$ cat src/design/lfct_pkg.sv
`timescale 1ns / 1ps
// shared types and constants of the latched fault code table
// no dependencies
package lfct_pkg;

  localparam int unsigned MAX_FAULTS = 16;
  localparam int unsigned IDX_W      = $clog2(MAX_FAULTS);
  localparam int unsigned CNT_W      = $clog2(MAX_FAULTS + 1);

  // job queue between front and back, depth a power of two
  localparam int unsigned QDEPTH = 2;
  localparam int unsigned QPTR_W = $clog2(QDEPTH);
  localparam int unsigned QCNT_W = $clog2(QDEPTH + 1);

  typedef logic [1:0] cmd_t;
  localparam cmd_t CMD_RAISE = 2'd0;
  localparam cmd_t CMD_CLEAR = 2'd1;
  localparam cmd_t CMD_READ  = 2'd2;
  localparam cmd_t CMD_SPARE = 2'd3;

  typedef logic [2:0] kind_t;
  localparam kind_t KIND_RAISE  = 3'd0;
  localparam kind_t KIND_CLEAR  = 3'd1;
  localparam kind_t KIND_READ   = 3'd2;
  localparam kind_t KIND_REJECT = 3'd3;
  localparam kind_t KIND_NOP    = 3'd4;

  typedef logic [1:0] status_t;
  localparam status_t ST_OK    = 2'd0;
  localparam status_t ST_EMPTY = 2'd1;
  localparam status_t ST_RANGE = 2'd2;

  typedef struct packed {
    logic [2:0]  pad;
    logic [3:0]  read_index;
    logic [31:0] now_seconds;
    logic [63:0] detail_text;
    logic        detail_given;
    logic [63:0] fault_key;
  } in_data_t;

  typedef struct packed {
    logic [2:0]  pad;
    logic [63:0] entry_detail;
    logic [63:0] entry_key;
    logic [31:0] last_seen;
    logic [31:0] first_seen;
    logic [31:0] hit_count;
    logic        persist_request;
    logic        was_new;
    logic [3:0]  slot;
    logic [4:0]  fill_count;
    status_t     status;
  } res_t;

  typedef struct packed {
    kind_t       kind;
    logic [63:0] key;
    logic        given;
    logic [63:0] detail;
    logic [31:0] now;
    logic [3:0]  ridx;
  } job_t;

  typedef struct packed {
    logic [63:0] key;
    logic [63:0] detail;
    logic [31:0] first;
    logic [31:0] last;
    logic [31:0] count;
  } entry_t;

endpackage

$ cat src/design/lfct_front.sv
`timescale 1ns / 1ps
// input side: takes command beats and classifies them into jobs
// depends on lfct_pkg
module lfct_front import lfct_pkg::*; (
  input  logic         clk,
  input  logic         rst_n,
  input  logic         in_tvalid,
  output logic         in_tready,
  input  logic [167:0] in_tdata,  // fault_key, detail_given, detail_text, now_seconds, read_index
  input  logic [1:0]   in_tuser,  // cmd
  input  logic         q_full,
  output logic         q_push,
  output job_t         q_job
);

  in_data_t d;
  kind_t    kind;

  assign d = in_data_t'(in_tdata);

  always_comb begin
    unique case (in_tuser)
      CMD_RAISE: kind = (d.fault_key == 64'd0) ? KIND_REJECT : KIND_RAISE;
      CMD_CLEAR: kind = KIND_CLEAR;
      CMD_READ:  kind = KIND_READ;
      CMD_SPARE: kind = KIND_NOP;
      default:   kind = KIND_NOP;
    endcase
  end

  assign in_tready = !q_full;
  assign q_push    = in_tvalid && in_tready;

  always_comb begin
    q_job.kind   = kind;
    q_job.key    = d.fault_key;
    q_job.given  = d.detail_given;
    q_job.detail = d.detail_text;
    q_job.now    = d.now_seconds;
    q_job.ridx   = d.read_index;
  end

endmodule

$ cat config.mk
export PLATFORM = sky130hd
export DESIGN_NAME = lfct_front
export DESIGN_NICKNAME = d
export VERILOG_FILES = /design/src/design/lfct_pkg.sv /design/src/design/lfct_front.sv
export SDC_FILE = /design/constraint.sdc
export NUM_CORES = 1
export LEC_CHECK = 0
export ABC_AREA = 1
export BUFFER_PORTS_ARGS = -buffer_cell sky130_fd_sc_hd__buf_2
export CORE_AREA = 2 2 133 135
export DETAILED_ROUTE_END_ITERATION = 16
export DIE_AREA = 0 0 135 137
export PLACE_DENSITY_LB_ADDON = 0.08
export SYNTH_ARGS = -nofsm -noshare
export SYNTH_HDL_FRONTEND = slang
export SYNTH_SLANG_ARGS = --single-unit
$ cat constraint.sdc
create_clock -name vclk -period 0.8
set_clock_uncertainty 0.1 [all_clocks]
set_input_delay 0.08 -clock vclk [all_inputs]
set_output_delay 0.08 -clock vclk [all_outputs]
set_load 0.01 [all_outputs]
=== Yosys cells after proc, flatten, opt, wreduce, memory -nomap -nowiden ===
Cells that the tools add are included.

* ROM bits: 0
* Bits of input ports: 174
* Memories kept: 0
* Bits in registers: 0
* Word-level logic and storage cells: 9
* Bits in latches: 0
* Output and inout bits: 170
* Bits in writable memories: 0

* Multipliers: 0
* Shift-type cells: 0
* $lt $le $gt $ge: 0
* Muxes and demuxes: 2
* Add/sub/neg operators: 0
* Reduce and logical (&&, ||, !) cells: 4
* Equality and inequality tests: 3
* Bitwise gates (word level): 0
* Divide/modulo/power cells: 0

{| class="wikitable"
|+ Operator list
! kind !! number
|-
| logical NOT 64 bit || 1
|-
| case mux 3 bit (4 select lines) || 1
|-
| equality test 2 bit, second input constant || 2
|-
| equality test 2 x 1 -> 1 bit, second input constant || 1
|-
| logical NOT 2 bit || 1
|-
| 2-to-1 mux 2 bit || 1
|-
| logical AND 1 bit || 1
|-
| logical NOT 1 bit || 1
|}

=== Logic depth before layout (Yosys ltp) ===
Gate-level depths: netlist (run 1).

* Word-level depth: 3
* Gate-level depth with buffers: 7
* Depth with buffers taken out: 7

=== Worst setup path before layout (run 1) ===
Ideal clock, no wire load.

* Path type: input-to-output
* Start point: in in_tdata[53]
* End point: out q_job[165] (netlist name)
* Cell stages on the path: 7
* Required time: 0.620 ns
* Path buffers: 0
* Data arrival time: 0.630 ns
* Path slack: -0.010 ns
* Cell sequence: nor2_1 nand2_1 nor2_1 nand2_1 nor2_1 nand3_1 nand2_1

{| class="wikitable"
|+ RTL lines
! what !! line !! text
|-
| start, declared || lfct_front.sv:9 || <nowiki>input logic [167:0] in_tdata,</nowiki>
|-
| end, declared || lfct_front.sv:13 || <nowiki>output job_t q_job</nowiki>
|}

==> results.md, run 1 <==
- Hold depth: 0
- RSZ-0062 raised after global routing: yes
- Pin count of the biggest net entering global routing: 4
- Crit path time final: 1140 ps
- Detailed Route WL: between 5000 and 6000 µm
- Clk pwr share: 0
- Ports: approximately 340
- Worst setup EP type: output pin
- Status: complete, but fails checks
- Final period util: 1.42
- Via count: 1182
- Leakage: 0.796 nW
- Worst-Margin Slew: 113 ps
- Commonest non-fill, non-tap cells in the layout: 115 x buf_2, 24 x nor2_1, 21 x buf_6
- Area Growth Syn to Fin: 5.76%
- Max FO, Critical Path: 2
- Vias per cell: 2.62
- Global-route wire length before repair: 6800 µm
- CLK BUF: 0
- Unique masters post-synth: 6
- Total GRT Usage: 0.0496
- Final setup viols: 2
- Hold EP: q_job[11]
- Fmax: 0.881 GHz
- Die area: approximately 18000 µm²
- CP startpoint kind: input pin
- Chip Height: 137 µm
- Sequential Power Share: 0
- Mean routed wirelength per cell: 12.4 µm
- Place WS: -574 ps
- Synth Area per Inst: between 6 and 7 µm²
- Yosys warns: 0
- Rel. slew slack: 0.924
- DIE WIDTH: 135 µm
- Post-synthesis sequential area ratio: 0
- Initial DRT Pass Iterations: 3
- Drt first-iter violations: 5
- Non-Filler Instances: 451
- Share of cells above drive strength 1: 0.783
- Critical Path RT: just over 600 ps
- IO Port Bufs: around 140
- Critical Path AT: 960 ps
- Starting density of the core: 0.0891
- Worst hold-check path type: in -> out
- Switch Pwr: 0.000338 W
- Routability congestion estimate from global placement: 0.605
- Placed wire-length estimate: 5270 µm
- Worst vdd ir: 0.0793 mV
- Post-Route Setup TNS: -666 ps
- Gate power share: 1.000
- DP Cell Count: 451
- PD cells: between 400 and 500 nW/µm²
- Antenna violations before repair: 0
- Overflow after GRT: 0
- Top-area cell type share of the netlist area: 0.815
- Vias in the first global route: 1141
- Hold path start: in_tdata[136]
- Core Area: around 17000 µm²
- Largest area contributor in the netlist: buf_4
- Dpl cell area: 1360 µm²
- Rows: 48
- MaxCap Viol Count: 0
- CP Class: in -> out
- Largest cells by area after synthesis: buf_4 81%, nor2_1 11%, nand2_1 5.9%, inv_1 0.99%, or2_2 0.41%
- Reg area: 0 µm²
- DRC errors left: 0
- Mapped Cells: roughly 240
- Nets: 402
- Seq Cell Count: 0
- Final WS setup: -335 ps
- Design area: 1610 µm²
- Post-Syn Nets: about 410
- Failing checks: setup timing
- Pint: 0.000399 W
- DRT antenna net count: 0
- ANT cells: 0
- Post-Syn Area: roughly 1500 µm²
- Sw Share: 0.459
- Max-slew violation count: 0
- Final Hold Viols: 0
- Most common cell after layout, fill and taps aside: buf_2
[how the worst max path moves through the flow]
stage / slack (ps) / start / depth (start not counted) / end
after global routing: -460 / in_tdata[50] / 9 / q_job[165]
after global placement: -550 / in_tdata[43] / 9 / q_job[165]
final: -340 / in_tdata[50] / 9 / q_job[165]
after CTS: -440 / in_tdata[42] / 9 / q_job[165]
after detailed placement: -570 / in_tdata[53] / 9 / q_job[165]
after floorplan: -10 / in_tdata[53] / 7 / q_job[165]
[per-stage QoR]
stage	total power [W]	utilization	hold slack [ps]
6_report	0.000737	0.0943	60.0
5_1_grt	0.000807	0.0943	60.0
4_1_cts	0.000661	0.0835	60.1
3_5_place_dp	0.000630	0.0798	60.1
3_3_place_gp	0.000641	0.0798	60.1
2_1_floorplan	0.000915	-	104
[Yosys cell counts]
library cell / count
or2_2: 1
nand3_1: 1
nand2_1: 24
inv_1: 4
nor2_1: 44
buf_4: 165
[critical path, cell delays in order]
cell and delay (ps):
buf_6 100, nor2_4 90, nand2_2 80, nor2_2 110, nand2_1 60, nor2_2 120, nand3_1 100, nand2_1 80
buf_2 130
[final cells by class]
type,instances,area (µm²)
repair buffers,152,940
fillers,2044,15400
multi-input cells,70,372
inverters,4,15.0
well taps,225,282
[power groups by stage]
stage	clock network (W)	registers, W	logic (W)
finish	0	0	0.000737
floorplan	0	0	0.000915
global route	0	0	0.000807
CTS	0	0	0.000661
detailed placement	0	0	0.000630
global placement	0	0	0.000641
[cells by family after synthesis]
logic type	share of synthesized area
AND/OR/NAND/NOR	0.175
buffers and inverters	0.825
[repair_timing]
action	CTS	global route
hold buffers	0	0
endpoints found under the hold margin	0	0
endpoints found under the setup margin	2	2
pin swaps	15	28
setup buffers	0	0
gates resized for setup	15	43
[routing by layer]
metal | up-vias | GRT usage | wire length (µm)
met4 | 0 | 0.0249 | 255
met5 | - | 0 | 0
li1 | 527 | - | -
met1 | 472 | 0.0288 | 1190
met2 | 151 | 0.101 | 2840
met3 | 32 | 0.0393 | 1290
No activity file was read; power rests on OpenSTA's default activity.
==> inputs of run 2 (changes only) <==
--- a/config.mk
+++ b/config.mk
@@ -11,6 +11,7 @@
 export DETAILED_ROUTE_END_ITERATION = 16
 export DIE_AREA = 0 0 135 137
 export PLACE_DENSITY_LB_ADDON = 0.08
+export REMOVE_ABC_BUFFERS = 1
 export SYNTH_ARGS = -nofsm -noshare
 export SYNTH_HDL_FRONTEND = slang
 export SYNTH_SLANG_ARGS = --single-unit
==> results.md, run 2 (synthesis results as in run 1) <==
- Status: complete, but fails checks
- Failing checks: setup timing
- Core Area: 17100 µm²
- Reg area: 0 µm²
- Die area: 18500 µm²
- Worst setup EP type: output pin
- IO Port Bufs: 137
- CP Class: in -> out
- Final Hold Viols: 0
- Critical Path AT: 990 ps
- Global-route wire length before repair: 19600 µm
- Drt first-iter violations: 32
- Max-slew violation count: 0
- Hold depth: 0
- Fmax: between 0.8 and 0.9 GHz
- Final period util: 1.47
- Total GRT Usage: 0.182
- Place WS: -500 ps
- Area Growth Syn to Fin: -3.21%
- RSZ-0062 raised after global routing: yes
- Initial DRT Pass Iterations: 3
- PD cells: 444 nW/µm²
- DP Cell Count: 443
- Vias in the first global route: 1138
- Post-Route Setup TNS: -734 ps
- Hold Slack: around 60 ps
- MaxCap Viol Count: 0
- Mean routed wirelength per cell: a little over 40 µm
- Max FO, Critical Path: 2
- DRT antenna net count: 0
- Cts hold-fix bufs: 0
- Nets: 394
- Critical Path RT: between 600 and 700 ps
- Antenna violations before repair: 0
- Overflow after GRT: 0
- DRC errors left: 0
- Crit path time final: 1170 ps
- Rel. slew slack: 0.920
- Chip Height: 137 µm
- Leakage: 0.739 nW
- Commonest non-fill, non-tap cells in the layout: 121 x buf_2, 31 x nor2_1, 21 x nand2_1
- Final WS setup: -374 ps
- Pin count of the biggest net entering global routing: 4
- Non-Filler Instances: 443
- ANT cells: 0
- Most common cell after layout, fill and taps aside: buf_2
- Starting density of the core: 0.0891
- Seq Cell Count: 0
- Via count: 1281
- Detailed Route WL: 17900 µm
- Ports: 344
- DIE WIDTH: 135 µm
- Worst vdd ir: 0.0904 mV
- # Post-CTS Setup Buffers: 0
- CP startpoint kind: input pin
- Share of cells above drive strength 1: 0.743
- CLK BUF: 0
- Rows: between 40 and 50
- Worst hold-check path type: in -> out
- Placed wire-length estimate: 17600 µm
- Worst-Margin Slew: roughly 120 ps
- Final setup viols: 2
- Vias per cell: 2.89
- Routability congestion estimate from global placement: 0.845
run 2: cell type report:
type               count  area [µm²]
well taps            225         282
multi-input cells     70         337
inverters              4        15.0
fillers             2062       15600
repair buffers       144         838
run 2: metal layers:
metal  routed length, µm  up-vias  GRT usage
li1                    -      511          -
met1                1240      480     0.0325
met2                9410      270      0.348
met3                6500       16      0.313
met4                 573        4     0.0463
met5                 230        -     0.0889
run 2: where the power goes:
part | leakage [nW] | switching, W | total (W) | internal [W]
Sequential | 0 | 0 | 0 | 0
Combinational | 0.739 | 0.000307 | 0.000653 | 0.000346
Clock | 0 | 0 | 0 | 0
Total | 0.739 | 0.000307 | 0.000653 | 0.000346
run 2: critical path: stages:
cell	delay, ps
buf_6	100
nor2_4	90
nand2_1	50
nor2_1	110
nand2_1	100
nor2_2	150
nand3_2	110
nand2_1	80
buf_2	130
run 2: repair_timing:
item,4_1_cts,5_1_grt
setup endpoints to repair,2,2
resized for setup,13,25
cloned,0,0
pin swaps,9,19
run 2: worst paths after layout:
check	from	end	slack [ps]
setup / recovery	in_tdata[10]	q_job[165]	-370
hold / removal	in_tdata[79]	q_job[50]	60
run 2: stage by stage:
stage	utilization	total power [W]	instance area, µm²
detailed placement	0.0763	0.000581	1300
global placement	0.0763	0.000596	1300
global route	0.0863	0.000717	1470
CTS	0.0794	0.000604	1350
finish	0.0863	0.000653	1470
floorplan	-	0.0000657	282
