<file path="src/design/lfct_pkg.sv">
`timescale 1ns / 1ps
// shared types and constants of the latched fault code table
// no dependencies
package lfct_pkg;

  localparam int unsigned MAX_FAULTS = 16;
  localparam int unsigned IDX_W      = $clog2(MAX_FAULTS);
  localparam int unsigned CNT_W      = $clog2(MAX_FAULTS + 1);

  // job queue between front and back, depth a power of two
  localparam int unsigned QDEPTH = 2;
  localparam int unsigned QPTR_W = $clog2(QDEPTH);
  localparam int unsigned QCNT_W = $clog2(QDEPTH + 1);

  typedef logic [1:0] cmd_t;
  localparam cmd_t CMD_RAISE = 2'd0;
  localparam cmd_t CMD_CLEAR = 2'd1;
  localparam cmd_t CMD_READ  = 2'd2;
  localparam cmd_t CMD_SPARE = 2'd3;

  typedef logic [2:0] kind_t;
  localparam kind_t KIND_RAISE  = 3'd0;
  localparam kind_t KIND_CLEAR  = 3'd1;
  localparam kind_t KIND_READ   = 3'd2;
  localparam kind_t KIND_REJECT = 3'd3;
  localparam kind_t KIND_NOP    = 3'd4;

  typedef logic [1:0] status_t;
  localparam status_t ST_OK    = 2'd0;
  localparam status_t ST_EMPTY = 2'd1;
  localparam status_t ST_RANGE = 2'd2;

  typedef struct packed {
    logic [2:0]  pad;
    logic [3:0]  read_index;
    logic [31:0] now_seconds;
    logic [63:0] detail_text;
    logic        detail_given;
    logic [63:0] fault_key;
  } in_data_t;

  typedef struct packed {
    logic [2:0]  pad;
    logic [63:0] entry_detail;
    logic [63:0] entry_key;
    logic [31:0] last_seen;
    logic [31:0] first_seen;
    logic [31:0] hit_count;
    logic        persist_request;
    logic        was_new;
    logic [3:0]  slot;
    logic [4:0]  fill_count;
    status_t     status;
  } res_t;

  typedef struct packed {
    kind_t       kind;
    logic [63:0] key;
    logic        given;
    logic [63:0] detail;
    logic [31:0] now;
    logic [3:0]  ridx;
  } job_t;

  typedef struct packed {
    logic [63:0] key;
    logic [63:0] detail;
    logic [31:0] first;
    logic [31:0] last;
    logic [31:0] count;
  } entry_t;

endpackage

</file>
<file path="src/design/lfct_queue.sv">
`timescale 1ns / 1ps
// short job queue between front and back
// depends on lfct_pkg
module lfct_queue import lfct_pkg::*; (
  input  logic clk,
  input  logic rst_n,
  input  logic push,
  input  job_t push_job,
  output logic full,
  input  logic pop,
  output logic nonempty,
  output job_t head_job
);

  job_t               q_r [QDEPTH];
  logic [QPTR_W-1:0]  wr_ptr_r;
  logic [QPTR_W-1:0]  rd_ptr_r;
  logic [QCNT_W-1:0]  cnt_r;
  logic               do_push;
  logic               do_pop;

  assign full     = (cnt_r == QCNT_W'(QDEPTH));
  assign nonempty = (cnt_r != '0);
  assign do_push  = push && !full;
  assign do_pop   = pop && nonempty;
  assign head_job = q_r[rd_ptr_r];

  always_ff @(posedge clk) begin
    if (!rst_n) begin
      wr_ptr_r <= '0;
      rd_ptr_r <= '0;
      cnt_r    <= '0;
    end else begin
      if (do_push) begin
        wr_ptr_r <= wr_ptr_r + QPTR_W'(1);
      end
      if (do_pop) begin
        rd_ptr_r <= rd_ptr_r + QPTR_W'(1);
      end
      if (do_push && !do_pop) begin
        cnt_r <= cnt_r + QCNT_W'(1);
      end else if (do_pop && !do_push) begin
        cnt_r <= cnt_r - QCNT_W'(1);
      end
    end
  end

  always_ff @(posedge clk) begin
    if (do_push) begin
      q_r[wr_ptr_r] <= push_job;
    end
  end

endmodule

</file>
<file path="config.mk">
export PLATFORM = sky130hd
export DESIGN_NAME = lfct_queue
export DESIGN_NICKNAME = d
export VERILOG_FILES = /design/src/design/lfct_pkg.sv /design/src/design/lfct_queue.sv
export SDC_FILE = /design/constraint.sdc
export NUM_CORES = 1
export LEC_CHECK = 0
export BUFFER_PORTS_ARGS = -buffer_cell sky130_fd_sc_hd__buf_4
export CAP_MARGIN = 20
export CORE_ASPECT_RATIO = 1.75
export CORE_MARGIN = 2
export CORE_UTILIZATION = 30
export DETAILED_ROUTE_END_ITERATION = 8
export PLACE_DENSITY = 0.57
export SYNTH_ARGS = -nofsm -noshare
export SYNTH_HDL_FRONTEND = slang
export SYNTH_SLANG_ARGS = --single-unit
</file>
<file path="constraint.sdc">
create_clock -name clk -period 12.8 [get_ports clk]
set_input_delay 0.64 -clock clk [delete_from_list [all_inputs] [get_ports clk]]
set_output_delay 0.64 -clock clk [all_outputs]
set_load 0.05 [all_outputs]
</file>
; Word-level counts from Yosys, hierarchy flattened
; Memory sizes are Yosys's and may differ from the RTL's. A register that Yosys moved wholly into a read port is not among the register bits.
; Cells that the tools add are included.
[word_totals]
reg_bits = 4
memories = 1
in_bits = 172
word_cells = 24
out_inout_bits = 170
ram_bits = 336
[classes]
reduce_logical = 9
n_eq_ne = 1
muxes = 6
add_sub_neg = 4
[memory_table]
columns = name, depth, width, read_ports, rd_ports_with_merged_regs, write_ports, line
row1 = q_r, 2, 168, 1, 1, 1, lfct_queue.sv:15  ; job_t q_r [QDEPTH];
[op_table]
columns = op, n
row1 = 1-bit logical AND, 4
row2 = 1-bit two-way mux, 4
row3 = 2-bit two-way mux, 2
row4 = 2-bit nonzero test, 2
row5 = 1-bit zero test, 3
row6 = 1-bit adder (second input constant), 2
row7 = 2-bit by 1-bit adder with 2-bit output (second input constant), 1
row8 = 2-bit equality test (second input constant), 1
row9 = 2-bit by 1-bit subtractor with 2-bit output (second input constant), 1

; Longest topological paths before layout
; Gate-level depths: netlist of run 1.
[depth]
word_depth = 7
mapped_depth = 7
ltp_nobuf = 7

; Worst setup path after synthesis of run 1
; No wires, ideal clock.
[synth_path]
kind = register -> register
from = register cnt_r[0]
to = memory q_r[0][0] (netlist name), enable pin
required_ps = 12133
arrival_ps = 7190
path_stages_with_launch = 4
path_buffers = 0
period_less_slack_ps = 7857
setup_slack_ps = 4943
setup_time_ps = 667
path_cell_list = dfxtp_1 -> nand2b_1 -> inv_1 -> nor3_2
[synth_via]
elab_chain_len = 5
[synth_lines]
columns = item, line
row1 = from (decl), lfct_queue.sv:18  ; logic [QCNT_W-1:0] cnt_r;
row2 = from (signal assigned), lfct_queue.sv:41  ; cnt_r <= cnt_r + QCNT_W'(1);
row3 = from (signal assigned), lfct_queue.sv:43  ; cnt_r <= cnt_r - QCNT_W'(1);
row4 = 2-bit equality test, lfct_queue.sv:22  ; assign full = (cnt_r == QCNT_W'(QDEPTH));
row5 = via full, lfct_queue.sv:9  ; output logic full,
row6 = 1-bit zero test, lfct_queue.sv:24  ; assign do_push = push && !full;
row7 = 1-bit logical AND, lfct_queue.sv:24
row8 = 1-bit two-way mux, lfct_queue.sv:49  ; if (do_push) begin
row9 = 1-bit two-way mux (implied by the code), lfct_queue.sv:50  ; q_r[wr_ptr_r] <= push_job;
row10 = to (decl), lfct_queue.sv:15
; The timed path passes the listed nets, and every way through them passes these cells.

==> results of run 1 <==
==> logic make-up (layout without fill, tap and decap cells) <==
| group | after synthesis | after routing | share of synthesized area |
|---|---|---|---|
| muxes | 168 | 168 | 0.178 |
| buffers and inverters | 21 | 407 | 0.0154 |
| DFF | 341 | 341 | 0.797 |
| AOI/OAI and AO/OA | 5 | 5 | 0.00254 |
| xor gates and xnor gates | 3 | 3 | 0.00206 |
| other | 0 | 6 | 0 |
| and+or+nand+nor | 9 | 9 | 0.00450 |
| adders and majority gates | 1 | 1 | 0.000978 |
==> worst min path at each step <==
stage | from | depth (start not counted) | end | slack [ps]
2_1_floorplan | cnt_r[1]$_SDFFE_PN0P_ | 2 | cnt_r[1]$_SDFFE_PN0P_ | 480
3_3_place_gp | cnt_r[1]$_SDFFE_PN0P_ | 2 | cnt_r[1]$_SDFFE_PN0P_ | 490
3_5_place_dp | cnt_r[1]$_SDFFE_PN0P_ | 2 | cnt_r[1]$_SDFFE_PN0P_ | 530
4_1_cts | push_job[155] | 1 | q_r[0][155]$_DFFE_PP_ | 190
5_1_grt | push_job[142] | 1 | q_r[0][142]$_DFFE_PP_ | 200
6_report | push_job[14] | 1 | q_r[0][14]$_DFFE_PP_ | 230
==> cell usage in the layout, fill, tap and decap left out <==
cell type and count:
ha_1 1, clkbuf_1 9, inv_6 2, xnor2_1 2, or3_1 1, a21boi_0 1
dfxtp_1 4, and2_1 3, nor3_4 1, buf_4 349, diode_2 6, dfxtp_4 1
clkinv_1 4, or2_2 1, clkinvlp_4 3, edfxtp_1 336, inv_1 2, clkbuf_16 31
clkinv_2 3, mux2_2 67, a21boi_1 1, xor2_1 1, o21a_1 1, o21ai_1 1
nand2b_1 1, o21ai_0 1, nor2_1 1, and3_4 1, mux2_4 101, bufinv_16 4
==> sequential cells by signal (all words and copies together) (netlist names), named ones only <==
register  flops
cnt_r         2
q_r         336
wr_ptr_r      1
rd_ptr_r      1
==> cells in the mapped netlist <==
cell type  instances  area share
xnor2_1            2      0.0014
a21boi_0           1     0.00059
ha_1               1     0.00098
inv_1              2     0.00059
nand2b_1           1     0.00049
o21ai_1            1     0.00039
or2_2              1     0.00049
o21a_1             1     0.00059
a21boi_1           1     0.00059
mux2_2            67       0.059
xor2_1             1     0.00069
dfxtp_1            5      0.0078
buf_6             15       0.013
and3_1             1     0.00049
buf_2              4      0.0016
o21ai_0            1     0.00039
nor3_2             1     0.00078
and2_1             3      0.0015
edfxtp_1         336        0.79
nor2_1             1     0.00029
or3_1              1     0.00049
mux2_4           101        0.12
==> power by group through the flow <==
| stage | combinational, W | sequential, W | clock (W) |
|---|---|---|---|
| after floorplan | 0.00112 | 0.00148 | 0 |
| after global placement | 0.00148 | 0.00149 | 0 |
| after detailed placement | 0.00149 | 0.00149 | 0 |
| after CTS | 0.00149 | 0.00147 | 0.000956 |
| after global routing | 0.00153 | 0.00148 | 0.000997 |
| final | 0.00147 | 0.00146 | 0.000923 |
==> worst max-delay path, cell delays in order, from the launching register on <==
cell,delay (ps)
dfxtp_4,750
buf_4,690
buf_4,650
mux2_2,420
buf_4,190
==> routing by layer <==
layer  share of wire  wire [um]  track usage
met1            0.33       9690        0.125
met2            0.57      16600        0.248
met5         0.00082         24            0
met3           0.056       1640       0.0279
met4           0.046       1340       0.0705
==> area by class of cell <==
cell class	instances	share of cell area
antenna	6	0.000886
clock buffer	40	0.0478
clock inverter	16	0.0112
inverter	2	0.000443
multi-input combinational	186	0.142
sequential	341	0.601
tap	561	0.0414
timing repair buffer	349	0.155
==> through the flow <==
stage | hold slack [ps] | util | setup slack, ps | total power (W)
finish | 232 | 0.401 | 8780 | 0.00386
global route | 201 | 0.401 | 8540 | 0.00400
CTS | 194 | 0.400 | 8630 | 0.00391
detailed placement | 531 | 0.377 | 9240 | 0.00298
global placement | 492 | 0.377 | 9260 | 0.00297
floorplan | 479 | - | 4940 | 0.00260
==> impl_results.md, run 1 <==
* Outcome: completed
* Hold buffer count at cts at 0
* Hpwl dp at between 20000 and 25000 um
* Reg2Reg Depth at 4
* Top Ports at 342
* Multi-input logic area at between 0.002 and 0.0025 mm^2
* Slew HR at 0.343
* DR vias at ~6400
* Count of cell types in the netlist at 22
* Width of the die at between 150 and 200 um
* I/O Buffers at between 300 and 400
* WL/cell at 19.5 um
* Sequential share of power at 0.380
* Mean area per synthesized cell at 23.3 um^2
* Final min period at 4020 ps
* VDD IR max at 0.132 mV
* Num CTS Buffers at 31
* GRT Residual Overflow at 0
* Sw Pwr at 0.00141 W
* Row count at 100
* # setup viols final at 0
* Post-route insts no fill at 1501
* Gr usage total at 0.128
* Tcrit/Tclk final at 0.314
* Switch share at 0.366
* Vias in the first global route at 6957
* Post-cts resize count at 0
* Initial DRC Count at 270
* Area of the core at between 0.04 and 0.05 mm^2
* Worst Path Required at 12160 ps
* Post-Synthesis Cells at 548
* Tightest Pin Transition at 986 ps
* Synth-to-layout area growth at 32.6%
* CTS root buf: clkbuf_16
* Fin Setup TNS at 0 ps
* Fmax at 249 MHz
* Initial Util at 0.302
* GPL Wtd Cong at 0.771
* Largest net degree at the start of global routing at 70
* Startpoint types: flip-flop
* R2r endpoint: q_r[1][67]$_DFFE_PP_
* #FFs+latches synth at 341
* Worst R2R Setup Slack at 9450 ps
* Routed Antenna Nets at 0
* Dpl cells at 1439
* First-pass GRT wire length at approximately 43000 um
* Die ar. at about 0.044 mm^2
* CP endpoint: head_job[143]
* Die Ht at 277 um
* Crit end category: output port
* CP max FO at 48
* Pins Over Slew Limit at 0
* Setup CP Type: reg2out
* Cell internal pwr at ~0.0024 W
* H-tree level count at 1
* Layout cells sized above 1 at 0.604
* CTS tree: built
* Area after DPL at 0.0159 mm^2
* Initial antenna violation count at 8
* Skew-Pair Late Insertion Delay at 590 ps
* Crit Reg-Reg Startpoint: cnt_r[0]$_SDFFE_PN0P_
* Register Area at 0.0102 mm^2
* Hold crit path type: in2reg
* Final Hold Vio Count at 0
* Comb pwr share at 0.381
* Final WL at 29300 um
* Clock-pin slew on the worst setup and hold paths at 70 ps
* Pleak at 6.37 nW
* Share of the yosys chip area belonging to registers at 0.797
* Clock sink total at 341
* Power Density at 227 mW/mm^2
* Syn. warnings at 0
* Unrepaired setup endpoints after global routing: false
* Vias per cell at 4.24
* Fin nets at 1084
* Clock share of power at 0.239
* Cell Area, Synth at 0.0128 mm^2
* Postcts setup bufs at 0
* Skew final at 35.0 ps
* Drt first pass iters at 4
* # Max-Cap Violations at 0
* CP Data Arrival Time at between 3000 and 4000 ps
* DR DRC count at 0
* Fillcell total at roughly 3900
* Syn Nets at 721
* Clock buffer depth at 3
* Post-Layout Inst Area at 0.0169 mm^2
No activity file was read; power rests on OpenSTA's default activity.
==> run 2, diff against run 1 <==
--- a/config.mk
+++ b/config.mk
@@ -11,7 +11,7 @@
 export CORE_MARGIN = 2
 export CORE_UTILIZATION = 30
 export DETAILED_ROUTE_END_ITERATION = 8
-export PLACE_DENSITY = 0.57
+export PLACE_DENSITY = 0.59
 export SYNTH_ARGS = -nofsm -noshare
 export SYNTH_HDL_FRONTEND = slang
 export SYNTH_SLANG_ARGS = --single-unit
==> constraint.sdc (replaced) <==
create_clock -name clk -period 3.35 [get_ports clk]
set_input_delay 0.1675 -clock clk [delete_from_list [all_inputs] [get_ports clk]]
set_output_delay 0.1675 -clock clk [all_outputs]
set_load 0.05 [all_outputs]
==> impl_results.md, run 2 (synthesis results as in run 1) <==
* Outcome: completed (unchanged)
* Hpwl dp at 19600 um (was 20100 um)
* CTS tree: built (unchanged)
* Routed Antenna Nets at 0 (unchanged)
* DR vias at 7084 (was 6357)
* Gr usage total at 0.129 (was 0.128)
* Crit end category: output port (unchanged)
* Final Hold Vio Count at 0 (unchanged)
* WHS at 167 ps (was 232 ps)
* Row count at 100 (unchanged)
* Top Ports at 342 (unchanged)
* Hold crit path type: in2reg (unchanged)
* Place WS at 1360 ps (was 9240 ps)
* Fin nets at 1260 (was 1084)
* Top reg by flops: q_r (unchanged)
* Post-Layout Inst Area at 0.0189 mm^2 (was 0.0169 mm^2)
* Biggest regs: q_r x336, cnt_r x2 (unchanged)
* Final min period at 2450 ps
* Power Density at 814 mW/mm^2 (was 227 mW/mm^2)
* # setup viols final at 0 (unchanged)
* Tcrit/Tclk final at 0.731
* DR DRC count at 0 (unchanged)
* Initial DRC Count at 306 (was 270)
* Area of the core at 0.0423 mm^2 (unchanged)
* First-pass GRT wire length at 43600 um (was 42600 um)
* Postcts setup bufs at 0 (unchanged)
* Worst Path Required at 3180 ps (was 12160 ps)
* WL/cell at 17.7 um (was 19.5 um)
* Largest net degree at the start of global routing at 136 (was 70)
* Num CTS Buffers at 34 (was 31)
* Tightest Pin Transition at 806 ps (was 986 ps)
* CP Data Arrival Time at 2280 ps (was 3380 ps)
* Most common cell after layout, fill and taps aside: buf_4 (unchanged)
* Skew final at 22.5 ps (was 35.0 ps)
* Area after DPL at 0.0160 mm^2 (was 0.0159 mm^2)
* Width of the die at 160 um (unchanged)
* Die ar. at 0.0444 mm^2 (unchanged)
* # Max-Cap Violations at 0 (unchanged)
* CP max FO at 38 (was 48)
* Layout cells sized above 1 at 0.516 (was 0.604)
* GPL Wtd Cong at 0.776 (was 0.771)
* Pleak at 7.19 nW (was 6.37 nW)
* Final WL at 29800 um (was 29300 um)
* CTS root buf: clkbuf_16 (unchanged)
* Initial antenna violation count at 7 (was 8)
* Clock sink total at 341 (unchanged)
* Clock buffer depth at 3 (unchanged)
* Max reg flops at 336 (unchanged)
* I/O Buffers at 341 (unchanged)
* Drt first pass iters at 4 (unchanged)
* VDD IR max at 0.537 mV (was 0.132 mV)
* Synth-to-layout area growth at 48.0% (was 32.6%)
* Unrepaired setup endpoints after global routing: false (unchanged)
* H-tree level count at 2 (was 1)
* Vias in the first global route at 7812 (was 6957)
* Vias per cell at 4.22 (was 4.24)
* M2 GR Usage at 0.257 (was 0.248)
* Dpl cells at 1442 (was 1439)
* Slew HR at 0.462 (was 0.343)
* GRT met1 Usage at 0.117 (was 0.125)
* Setup CP Type: reg2out (unchanged)
* Commonest non-fill, non-tap cells in the layout: 345 x buf_4, 336 x edfxtp_1, 170 x dlygate4sd3_1, 101 x mux2_4, 67 x mux2_2 (was 349 x buf_4, 336 x edfxtp_1, 101 x mux2_4, 67 x mux2_2, 31 x clkbuf_16)
* GRT Max-Usage Layer: met2 (unchanged)
* Clock-pin slew on the worst setup and hold paths at 70 ps (about the same)
* Final worst slack at 900 ps (was 8780 ps)
* Fmax at ~410 MHz
* Fin Setup TNS at 0 ps (unchanged)
* Grt met3 use at 0.0306 (was 0.0279)
* GRT Residual Overflow at 0 (unchanged)
* Post-route insts no fill at 1677 (was 1501)
* Initial Util at 0.302 (unchanged)
* Pins Over Slew Limit at 0 (unchanged)
* Startpoint types: flip-flop (unchanged)
* Die Ht at 277 um (unchanged)
* Skew-Pair Late Insertion Delay at 520 ps (was 590 ps)
run 2: cell count changes in the layout (fill, tap and decap cells not counted):
cell           before  now
bufinv_16           4    5
inv_6               2    0
buf_12              0    7
clkinv_2            3    2
clkbuf_1            9    6
buf_4             349  345
clkbuf_16          31   37
clkinvlp_4          3    5
dlygate4sd3_1       0  170
run 2: path summary, 6_finish.rpt:
kind | from | endpoint | slack [ps] | cells after the start
hold reg to reg | cnt_r[1]$_SDFFE_PN0P_ | cnt_r[1]$_SDFFE_PN0P_ | 530 | 2
hold / removal | pop | flip-flop | 170 | 4
setup / recovery | flip-flop | head_job[136] | 900 | 3
setup reg to reg | cnt_r[0]$_SDFFE_PN0P_ | wr_ptr_r$_SDFFE_PN0P_ | 1270 | 6
run 2: layout make-up:
| cell class | instances | area (um^2) |
|---|---|---|
| fillers | 3743 | 23400 |
| clock buffers | 43 | 948 |
| inverters | 2 | 7.51 |
| well taps | 561 | 702 |
| clock inverters | 16 | 213 |
| multi-input cells | 186 | 2410 |
| diodes | 6 | 15.0 |
| repair buffers | 522 | 4430 |
| flip-flops and latches | 341 | 10200 |
run 2: timing repair:
action	4_1_cts	5_1_grt
endpoints found under the setup margin	0	0
hold endpoints to repair	341	0
resized for setup	0	0
hold buffers	170	0
run 2: per-layer routing:
metal | wire length, um | vias up
met4 | 1500 | 2
met2 | 17000 | 253
met5 | 12 | -
li1 | - | 3254
met3 | 1650 | 83
met1 | 9590 | 3492
run 2: worst max-delay path: stages (launching register included):
cell     delay (ps)
dfxtp_4         830
buf_12          320
mux2_2          380
buf_4           190
run 2: metrics by stage:
step | total power, W | utilization
after global placement | 0.0114 | 0.379
final | 0.0154 | 0.447
after CTS | 0.0157 | 0.447
after global routing | 0.0160 | 0.447
after detailed placement | 0.0115 | 0.379
after floorplan | 0.00988 | -
run 2: power breakdown:
part / switching [W] / internal (W) / total (W)
combinational: 0.00371 / 0.00217 / 0.00588
sequential: 0.000232 / 0.00536 / 0.00560
clock: 0.00155 / 0.00239 / 0.00394
total: 0.00549 / 0.00992 / 0.0154
==> run 3, diff against run 2 <==
--- a/config.mk
+++ b/config.mk
@@ -5,13 +5,14 @@
 export SDC_FILE = /design/constraint.sdc
 export NUM_CORES = 1
 export LEC_CHECK = 0
+export ABC_AREA = 1
 export BUFFER_PORTS_ARGS = -buffer_cell sky130_fd_sc_hd__buf_4
 export CAP_MARGIN = 20
 export CORE_ASPECT_RATIO = 1.75
 export CORE_MARGIN = 2
 export CORE_UTILIZATION = 30
 export DETAILED_ROUTE_END_ITERATION = 8
-export PLACE_DENSITY = 0.59
+export PLACE_DENSITY = 0.57
 export SYNTH_ARGS = -nofsm -noshare
 export SYNTH_HDL_FRONTEND = slang
 export SYNTH_SLANG_ARGS = --single-unit
==> constraint.sdc (replaced) <==
create_clock -name clk -period 2.53 [get_ports clk]
set_input_delay 0.1265 -clock clk [delete_from_list [all_inputs] [get_ports clk]]
set_output_delay 0.1265 -clock clk [all_outputs]
set_load 0.05 [all_outputs]
==> impl_results.md, run 3 <==
* H-tree level count at 1 (was 2)
* Most common cell after layout, fill and taps aside: buf_4 (unchanged)
* Area of the core at 0.0423 mm^2 (unchanged)
* WHS at 285 ps (was 167 ps)
* Pleak at 7.21 nW (was 7.19 nW)
* Vias in the first global route at 7902 (was 7812)
* Top FF cell, synth: edfxtp_1 (unchanged)
* Skew-Pair Late Insertion Delay at 570 ps (was 520 ps)
* CTS root buf: clkbuf_16 (unchanged)
* Initial DRC Count at 211 (was 306)
* Fin nets at 1276 (was 1260)
* Final WL at 29200 um (was 29800 um)
* Drt first pass iters at 4 (unchanged)
* Biggest regs: q_r x336, cnt_r x2 (unchanged)
* First-pass GRT wire length at 44000 um (was 43600 um)
* GPL Wtd Cong at 0.746 (was 0.776)
* # Max-Cap Violations at 0 (unchanged)
* Clock buffer depth at 3 (unchanged)
* Hpwl dp at 19900 um (was 19600 um)
* Slew HR at 0.542 (was 0.462)
* Mean area per synthesized cell at 22.8 um^2 (was 23.3 um^2)
* Most common cell in the synthesized netlist: edfxtp_1 (unchanged)
* CP max FO at 18 (was 38)
* Outcome: completed (unchanged)
* Power Density at 1010 mW/mm^2 (was 814 mW/mm^2)
* Max reg flops at 336 (unchanged)
* VDD IR max at 0.678 mV (was 0.537 mV)
* Worst Path Required at 2400 ps (was 3180 ps)
* Crit Reg-Reg Startpoint: cnt_r[1]$_SDFFE_PN0P_ (was cnt_r[0]$_SDFFE_PN0P_)
* DR DRC count at 0 (unchanged)
* Hold Crit Start: push_job[11] (was pop)
* Largest net degree at the start of global routing at 117 (was 136)
* Area after DPL at 0.0162 mm^2 (was 0.0160 mm^2)
* Top reg by flops: q_r (unchanged)
* Synth area leader: edfxtp_1 (unchanged)
* Post-Synthesis Cells at 560 (was 548)
* Final min period at between 2000 and 2500 ps
* Clock-pin slew on the worst setup and hold paths at 60 ps (was 70 ps)
* Tightest Pin Transition at 687 ps (was 806 ps)
* Crit end category: output port (unchanged)
* WL/cell at 17.3 um (was 17.7 um)
* Unrepaired setup endpoints after global routing: false (unchanged)
* Num CTS Buffers at 31 (was 34)
* Setup CP Type: reg2out (unchanged)
* Row count at 100 (unchanged)
* Post-synth EDFFs at 336 (unchanged)
* Post-Layout Inst Area at 0.0189 mm^2 (about the same)
* Pins Over Slew Limit at 0 (unchanged)
* Synth cell count leaders: 336 x edfxtp_1, 101 x mux2_4, 67 x mux2_2 (unchanged)
* I/O Buffers at 341 (unchanged)
* Vias per cell at 4.21 (was 4.22)
* Initial Util at 0.302 (about the same)
* Synth-to-layout area growth at 47.8% (was 48.0%)
* Share of the yosys chip area belonging to registers at 0.797 (about the same)
* Layout cells sized above 1 at 0.512 (was 0.516)
* Hold crit path type: in2reg (unchanged)
* # setup viols final at 0 (unchanged)
* Die ar. at 0.0444 mm^2 (about the same)
* Top Ports at 342 (unchanged)
* Fmax at 450 MHz
* Routed Antenna Nets at 0 (unchanged)
* Yosys top cell area share at 0.789 (about the same)
* Initial antenna violation count at 3 (was 7)
* Clock sink total at 341 (unchanged)
* Asr flop ratio synth at 0 (unchanged)
* Commonest non-fill, non-tap cells in the layout: 346 x buf_4, 336 x edfxtp_1, 171 x dlygate4sd3_1, 101 x mux2_4, 67 x mux2_2 (was 345 x buf_4, 336 x edfxtp_1, 170 x dlygate4sd3_1, 101 x mux2_4, 67 x mux2_2)
* #FFs+latches synth at 341 (unchanged)
* Synth area leaders: edfxtp_1 79%, mux2_4 12%, mux2_2 5.9% (unchanged)
* Syn. warnings at 0 (unchanged)
* Skew final at 10.6 ps (was 22.5 ps)
* Syn Nets at 733 (was 721)
* Gr usage total at 0.128 (was 0.129)
* CP Data Arrival Time at 2100 ps (was 2280 ps)
* Width of the die at 160 um (about the same)
* Count of cell types in the netlist at 15 (was 22)
* Die Ht at 277 um (about the same)
* Final Hold Vio Count at 0 (unchanged)
* GRT Residual Overflow at 0 (unchanged)
* DR vias at 7108 (was 7084)
* CTS tree: built (unchanged)
* Cell Area, Synth at 0.0128 mm^2 (about the same)
* Tcrit/Tclk final at 0.879
* Startpoint types: flip-flop (unchanged)
run 3: critical path, stage by stage (launching register included):
cell	delay, ps
dfxtp_4	590
buf_4	360
mux2_2	380
buf_4	190
run 3: metal layers:
| metal | track usage | vias up | routed length [um] |
|---|---|---|---|
| met3 | 0.0256 | 70 | 1580 |
| li1 | - | 3295 | - |
| met2 | 0.252 | 242 | 16600 |
| met4 | 0.0631 | 4 | 1380 |
| met1 | 0.123 | 3497 | 9690 |
| met5 | 0 | - | 27 |
run 3: cell type report:
cell class | instances | area, um^2
Clock inverter | 18 | 215
Sequential cell | 341 | 10200
Clock buffer | 37 | 798
Inverter | 8 | 30.0
Fill cell | 3718 | 23400
Multi-Input combinational cell | 192 | 2410
Tap cell | 561 | 702
Timing Repair Buffer | 529 | 4550
Antenna cell | 1 | 2.50
run 3: final timing paths:
kind	slack (ps)	to	cells past startpoint
worst max-delay path	310	head_job[139]	3
worst min register to register	510	rd_ptr_r$_SDFFE_PN0P_	2
worst max register to register	850	q_r[1][42]$_DFFE_PP_	4
worst min-delay path	280	q_r[1][11]$_DFFE_PP_	2
run 3: cells by family (layout without fill, tap and decap cells):
| group | after synthesis | after routing | synth area share |
|---|---|---|---|
| and+or+nand+nor | 18 | 18 | 0.00558 |
| other | 0 | 1 | 0 |
| buffers and inverters | 27 | 592 | 0.0171 |
| muxes | 168 | 168 | 0.178 |
| AOI/OAI and AO/OA | 5 | 5 | 0.00215 |
| DFF | 341 | 341 | 0.797 |
| adders and majority gates | 1 | 1 | 0.000978 |
run 3: timing repair:
action / 4_1_cts / 5_1_grt
resized for setup: 0 / 0
endpoints found under the hold margin: 341 / 0
endpoints found under the setup margin: 0 / 0
hold buffers: 171 / 0
setup buffers: 0 / 0
run 3: power by group:
group / total (W) / internal [W] / switching (W) / leakage [nW]
registers: 0.00737 / 0.00714 / 0.000227 / 3.18
logic: 0.00706 / 0.00257 / 0.00449 / 3.55
clock network: 0.00471 / 0.00274 / 0.00197 / 0.487
run 3: stage by stage:
step	worst slack [ps]	std cells	total power, W	TNS, ps	util
after floorplan	-859	560	0.0124	-285660	-
after global placement	832	1460	0.0144	0	0.382
after detailed placement	799	1460	0.0144	0	0.382
after CTS	227	1686	0.0194	0	0.447
after global routing	204	1687	0.0198	0	0.447
final	306	1687	0.0191	0	0.447
